===== src/design/nsqrt_pkg.sv =====
package nsqrt_pkg;
   localparam int unsigned MAX_STEPS = 100;
   localparam int unsigned STEP_W = 7;
   localparam logic [31:0] ONE_Q16 = 32'h0001_0000;
   localparam logic [31:0] NEG_ONE_Q16 = 32'hFFFF_0000;
   localparam logic [31:0] ROOT_MAX = 32'h7FFF_FFFF;
   localparam logic [31:0] TOL_RESET = 32'h0001_0000;

   typedef enum logic [1:0] {
      KIND_NEG,
      KIND_ZERO,
      KIND_ITER
   } kind_type;

   typedef struct packed {
      kind_type    kind;
      logic [31:0] radicand;
   } job_type;
endpackage


===== src/design/nsqrt_front.sv =====
module nsqrt_front (
   input  logic                clock,
   input  logic                reset,
   input  logic                req_valid,
   output logic                req_stall,
   input  logic signed [31:0]  req_radicand,
   output logic                job_valid,
   input  logic                job_take,
   output nsqrt_pkg::job_type  job
);
   import nsqrt_pkg::*;

   // two-entry queue
   job_type    q_ff [2];
   logic [1:0] cnt_ff, cnt_in;
   logic       rd_ff, rd_in;
   logic       wr_ptr;
   logic       push, pop;
   job_type    cls;

   always_comb begin
      cls.radicand = req_radicand;
      if (req_radicand[31]) cls.kind = KIND_NEG;
      else if (req_radicand == 32'sd0) cls.kind = KIND_ZERO;
      else cls.kind = KIND_ITER;
   end

   assign req_stall = (cnt_ff == 2'd2);
   assign push      = req_valid && !req_stall;
   assign job_valid = (cnt_ff != 2'd0);
   assign pop       = job_valid && job_take;
   assign job       = q_ff[rd_ff];
   assign wr_ptr    = rd_ff ^ cnt_ff[0];
   assign cnt_in    = cnt_ff + {1'b0, push} - {1'b0, pop};
   assign rd_in     = rd_ff ^ pop;

   always_ff @(posedge clock) begin
      if (reset) begin
         cnt_ff <= 2'd0;
         rd_ff  <= 1'b0;
      end else begin
         cnt_ff <= cnt_in;
         rd_ff  <= rd_in;
      end
      if (push) q_ff[wr_ptr] <= cls;
   end

   a_cnt_bound: assert property (@(posedge clock) disable iff (reset) cnt_ff != 2'd3)
      else $error("queue count out of range");
   a_no_overflow: assert property (@(posedge clock) disable iff (reset)
      cnt_ff == 2'd2 |-> !push) else $error("push into full queue");
   a_no_underflow: assert property (@(posedge clock) disable iff (reset)
      cnt_ff == 2'd0 |-> !pop) else $error("pop from empty queue");
endmodule


===== src/design/nsqrt_back.sv =====
module nsqrt_back (
   input  logic                clock,
   input  logic                reset,
   input  logic [31:0]         tolerance,
   input  logic                job_valid,
   output logic                job_take,
   input  nsqrt_pkg::job_type  job,
   output logic                rsp_valid,
   input  logic                rsp_stall,
   output logic signed [31:0]  rsp_root,
   output logic [6:0]          rsp_steps_taken,
   output logic                rsp_negative_input
);
   import nsqrt_pkg::*;

   typedef enum logic [2:0] {
      S_IDLE, S_SQ, S_CHK, S_DIV, S_UPD, S_OUT
   } state_type;

   state_type   state_ff;
   logic [31:0] a_ff, x_ff;
   logic [6:0]  n_ff;
   logic [63:0] sq_ff;
   logic [47:0] rem_ff;   // dividend shifts out here
   logic [47:0] quo_ff;
   logic [32:0] part_ff;  // partial remainder
   logic [5:0]  bit_ff;
   logic        neg_ff;
   logic [63:0] aa, err;
   logic [33:0] trial;
   logic [48:0] nx;

   assign aa = {16'd0, a_ff, 16'd0};
   assign err = (sq_ff >= aa) ? sq_ff - aa : aa - sq_ff;
   assign trial = {part_ff, rem_ff[47]} - {2'b00, x_ff};
   assign nx = ({17'd0, x_ff} + {1'b0, quo_ff}) >> 1;
   assign job_take = (state_ff == S_IDLE);

   always_ff @(posedge clock) begin
      if (reset) begin
         state_ff  <= S_IDLE;
         rsp_valid <= 1'b0;
         n_ff      <= '0;
      end else begin
         unique case (state_ff)
            S_IDLE: if (job_valid) begin
               a_ff <= job.radicand;
               n_ff <= '0;
               unique case (job.kind)
                  KIND_NEG: begin
                     rsp_root <= NEG_ONE_Q16;
                     rsp_steps_taken <= '0;
                     rsp_negative_input <= 1'b1;
                     rsp_valid <= 1'b1;
                     state_ff <= S_OUT;
                  end
                  KIND_ZERO: begin
                     rsp_root <= '0;
                     rsp_steps_taken <= '0;
                     rsp_negative_input <= 1'b0;
                     rsp_valid <= 1'b1;
                     state_ff <= S_OUT;
                  end
                  default: begin
                     x_ff <= (job.radicand > ONE_Q16) ? job.radicand : ONE_Q16;
                     state_ff <= S_SQ;
                  end
               endcase
            end
            S_SQ: begin
               sq_ff <= {32'd0, x_ff} * {32'd0, x_ff};
               state_ff <= S_CHK;
            end
            S_CHK: begin
               if (err <= {32'd0, tolerance} || n_ff == MAX_STEPS[6:0]) begin
                  rsp_root <= x_ff;
                  rsp_steps_taken <= n_ff;
                  rsp_negative_input <= 1'b0;
                  rsp_valid <= 1'b1;
                  state_ff <= S_OUT;
               end else begin
                  if (x_ff == 32'd0) x_ff <= 32'd1;
                  rem_ff <= {a_ff, 16'd0};
                  part_ff <= '0;
                  quo_ff <= '0;
                  bit_ff <= 6'd47;
                  state_ff <= S_DIV;
               end
            end
            S_DIV: begin
               // one quotient bit per cycle
               if (!trial[33]) begin
                  part_ff <= trial[32:0];
                  quo_ff <= {quo_ff[46:0], 1'b1};
               end else begin
                  part_ff <= {part_ff[31:0], rem_ff[47]};
                  quo_ff <= {quo_ff[46:0], 1'b0};
               end
               rem_ff <= {rem_ff[46:0], 1'b0};
               if (bit_ff == 6'd0) state_ff <= S_UPD;
               else bit_ff <= bit_ff - 6'd1;
            end
            S_UPD: begin
               x_ff <= (nx > {17'd0, ROOT_MAX}) ? ROOT_MAX : nx[31:0];
               n_ff <= n_ff + 7'd1;
               state_ff <= S_SQ;
            end
            S_OUT: if (!rsp_stall) begin
               rsp_valid <= 1'b0;
               state_ff <= S_IDLE;
            end
            default: state_ff <= S_IDLE;
         endcase
      end
   end

   a_out_valid: assert property (@(posedge clock) disable iff (reset)
      (state_ff == S_OUT) == rsp_valid) else $error("valid out of step with state");
   a_steps_cap: assert property (@(posedge clock) disable iff (reset)
      n_ff <= MAX_STEPS[6:0]) else $error("step count past cap");
   a_neg_root: assert property (@(posedge clock) disable iff (reset)
      rsp_valid && rsp_negative_input |-> rsp_root == NEG_ONE_Q16)
      else $error("negative result without -1.0");
endmodule


===== src/design/newton_square_root_top.sv =====
// Newton-Raphson square root, signed Q16.16.
// Request channel: req_valid/req_stall carrying req_radicand. Result channel:
// rsp_valid/rsp_stall carrying rsp_root, rsp_steps_taken, rsp_negative_input.
// A transaction completes when valid is high and stall is low.
// csr_write_enable loads csr_write_data into the tolerance register (reset
// 0x10000); write it only while the block is idle.
// A two-entry queue sits between the classifying front end and the iterating
// back end, so requests are taken while a result waits.
// With the back end free, a negative or zero radicand is answered directly;
// any other radicand iterates Newton steps. Each step runs a check, a 48-bit
// bit-serial divide, an update and a square, and iteration stops once the
// error is within tolerance or at the 100-step cap.
// Items are processed one at a time; after each result is taken the back end
// returns to idle before it picks up the next queued request.
// Reset (synchronous, active high) empties the queue and drops any result.
// While rsp_stall is high the result holds; the queue fills and then stalls
// the request side.
module newton_square_root_top (
   input  logic               clock,
   input  logic               reset,
   input  logic               req_valid,
   output logic               req_stall,
   input  logic signed [31:0] req_radicand,
   output logic               rsp_valid,
   input  logic               rsp_stall,
   output logic signed [31:0] rsp_root,
   output logic [6:0]         rsp_steps_taken,
   output logic               rsp_negative_input,
   input  logic               csr_write_enable,
   input  logic [31:0]        csr_write_data
);
   import nsqrt_pkg::*;

   logic [31:0] tol_ff;
   logic        job_valid, job_take;
   job_type     job;

   always_ff @(posedge clock) begin
      if (reset) tol_ff <= TOL_RESET;
      else if (csr_write_enable) tol_ff <= csr_write_data;
   end

   nsqrt_front u_front (
      .clock, .reset, .req_valid, .req_stall, .req_radicand,
      .job_valid, .job_take, .job
   );

   nsqrt_back u_back (
      .clock, .reset, .tolerance(tol_ff), .job_valid, .job_take, .job,
      .rsp_valid, .rsp_stall, .rsp_root, .rsp_steps_taken, .rsp_negative_input
   );
endmodule


===== config.mk =====
export PLATFORM = sky130hd
export DESIGN_NAME = newton_square_root_top
export DESIGN_NICKNAME = d
export VERILOG_FILES = /design/src/design/nsqrt_pkg.sv /design/src/design/nsqrt_front.sv /design/src/design/nsqrt_back.sv /design/src/design/newton_square_root_top.sv
export SDC_FILE = /design/constraint.sdc
export NUM_CORES = 2
export LEC_CHECK = 0
export BUFFER_PORTS_ARGS = -buffer_cell sky130_fd_sc_hd__buf_2
export CAP_MARGIN = 10
export CELL_PAD_IN_SITES_DETAIL_PLACEMENT = 0
export CELL_PAD_IN_SITES_GLOBAL_PLACEMENT = 2
export CORE_MARGIN = 5
export CORE_UTILIZATION = 43
export DETAILED_ROUTE_END_ITERATION = 16
export MAX_ROUTING_LAYER = met4
export PLACE_DENSITY = 0.87
export SYNTH_ARGS = -nofsm -noshare
export SYNTH_HDL_FRONTEND = slang
export SYNTH_HIERARCHICAL = 1
export SYNTH_SLANG_ARGS = --single-unit

===== constraint.sdc =====
create_clock -name clock -period 13.3 [get_ports clock]
set_input_delay 2.66 -clock clock [delete_from_list [all_inputs] [get_ports clock]]
set_output_delay 2.66 -clock clock [all_outputs]
set_load 0.1 [all_outputs]

==> run summary <==
Critical Path Sink Type: register
Layout area overhead: 7.51%
Hold-fix buffers, CTS: 0
DP HPWL: 127 mm
initial cell density of the core: 43.4%
die area: 130000 um2
Avg Inst Size Synth: 9.50 um2
critical path class: register to register
pin count of the biggest net entering global routing: 72
Final #Nets: 6923
Initial DRT Pass Iterations: 5
vias in the first global route: 40800
Core Util, Final: 46.7%
setup bufs post-CTS: 0
Post-synth EDFFs: 354
Die Span Y: 361 um
Slew Limit Fails: 0
Root Driver: clkbuf_16
Critical Path RT: 13660 ps
Synth Net Count: 6899
Crit Path Max Fanout: 18
fmax: 0.0990 GHz
final hold violation count: 0
WP data arrival: 10460 ps
clk slew on worst S/H paths: 70 ps
PnR worst setup slack: 3200 ps
Seq cells post-synth: 400
Setup Viol. Count Final: 0
row count: 128
Post-CTS Resized: 0
part of the cycle the worst path needs: 76.0%
Yosys top cell by area: fa_1
Slew HR: 25.2%
post-place setup slack: 3370 ps
clock latency on the worst-skew pair: 660 ps
Hold Path Class: register to register
Top-Level Pins: 111
share of layout cells above drive strength 1: 6.63%
via/cell ratio: 5.39
H-Tree Depth: 2
first-iteration detailed-routing DRC count: 2957
Routed WL: 166 mm
crit path max-delay cell type: a211oi_1
Unique masters post-synth: 87
routability cong.: 0.943
fraction of registers with async set/reset: 0%
RSZ-0062 raised after global routing: no
vias: 39200
# clock sinks: 400
antenna viol nets, final: 0
Avg WL per Cell: 22.8 um
area of the core: 122000 um2
antenna violations before repair: 1
post-synth top area share: 30.0%
setup TNS: 0 ps
global-route wire length before repair: 253 mm
DR DRC count: 0
crit-path most repeated cell: fa_1
Max clock buf depth: 3
Worst Setup Start Kind: register
synth top area cells: fa_1 30%, edfxtp_1 20%, ha_1 11%
clock buffer count from CTS: 49
Fill cells: 11800
Die Wd: 361 um
MaxCap Viol Count: 0
Fin Clk Skew: 47.7 ps
I/O Buffers: 110
Congestion Overflow GR: 0
GRT Util Overall: 26.2%
status: finished clean
Inst Count DP: 7172
Post-Syn Area: 53000 um2
Ys Warns: 6
clock tree from TritonCTS: built
min cycle time layout: 10100 ps
Worst Tran Pin Value: 1120 ps
Syn Inst Count: 5574
Main synth FF type: edfxtp_1
crit-path max cell delay: 690 ps
Final Non-Filler Cells: 7265
sequential area share after synthesis: 21.8%
## path summary, 6_finish.rpt
kind,startpoint,end,slack [ps],cells after the start
worst max-delay path,u_back/x_ff[3],u_back/sq_ff[62],3200,29
worst min-delay path,tol_ff[4],tol_ff[4],490,2
worst max register to register,u_back/x_ff[3],u_back/sq_ff[62],3200,29
worst min register to register,tol_ff[4],tol_ff[4],490,2
## flip-flops by register name, summed over array words and instances (netlist names), 33 cells and up
register / cells
u_front/q_ff: 68
u_back/quo_ff: 48
u_back/sq_ff: 63
u_back/part_ff: 33
## metrics by stage
step / cell area (um2) / hold slack, ps
4_1_cts: 56900 / 498
3_5_place_dp: 55300 / 482
3_3_place_gp: 55300 / 477
5_1_grt: 56900 / 528
2_1_floorplan: 53000 / 455
6_report: 56900 / 493
## cell usage in the layout, fill, tap and decap left out, types with 59 or more instances in the layout
| cell type | netlist | layout |
|---|---|---|
| edfxtp_1 | 354 | 354 |
| buf_4 | 2 | 86 |
| buf_2 | 12 | 110 |
| o21ai_0 | 197 | 197 |
| nand4_1 | 59 | 59 |
| and3_1 | 84 | 84 |
| nor2_1 | 433 | 430 |
| nand2_1 | 499 | 499 |
| fa_1 | 795 | 795 |
| xor2_1 | 82 | 81 |
| a21o_1 | 129 | 129 |
| xnor2_1 | 121 | 120 |
| ha_1 | 461 | 461 |
| inv_1 | 1191 | 1190 |
| a21oi_1 | 266 | 264 |
## area by class of cell
type / count / area [um2] / share of cell area, %
clock inverters: 31 / 319 / 0.560
clock buffers: 61 / 1290 / 2.27
repair buffers: 196 / 1200 / 2.10
flip-flops and latches: 400 / 11600 / 20.3
well taps: 1625 / 2030 / 3.57
multi-input cells: 3752 / 36000 / 63.3
diodes: 1 / 2.50 / 0.00439
inverters: 1199 / 4500 / 7.90
## layer usage
metal	part of all wire (%)	global-route usage (%)
met1	41	33.6
met2	48	43.3
met3	5.9	3.26
met4	4.4	9.05
met5	0	-
## cells in the mapped netlist, drive strengths merged (11+ instances only)
cell type / count
o21a: 22
ha: 461
o21bai: 37
o21ai: 201
mux2: 37
or3: 14
a21boi: 11
a21o: 129
dfxtp: 46
a21oi: 267
a211oi: 24
or2: 13
a31o: 17
nand3: 49
xor2: 82
inv: 1191
nor3: 50
nor2b: 30
nand2: 499
a31oi: 17
and3: 85
xnor2: 121
nand4: 60
fa: 795
buf: 42
o211ai: 13
nor2: 433
edfxtp: 354
o31ai: 13
and2: 39
nand2b: 26
nor4: 35
mux2i: 47
clkbuf: 181
## critical path, delay by kind of cell, from the launching register on
kind,cells,cell delay [ps]
AOI/OAI and AO/OA,6,2070
xor gates and xnor gates,1,130
adders and majority gates,9,4220
and+or+nand+nor,6,1510
DFF,1,370
buffers and inverters,7,1480
## cell families after synthesis
kind of cell	share of synthesized area (%)
buf+inv	10.3
simple gates	11.8
xor+xnor	3.36
flops	21.8
mux	1.88
fa+ha+maj	40.9
compound gates	9.95
Power is not shown: default switching activity piles up to over one toggle a cycle in this logic, so the estimate is an artifact.
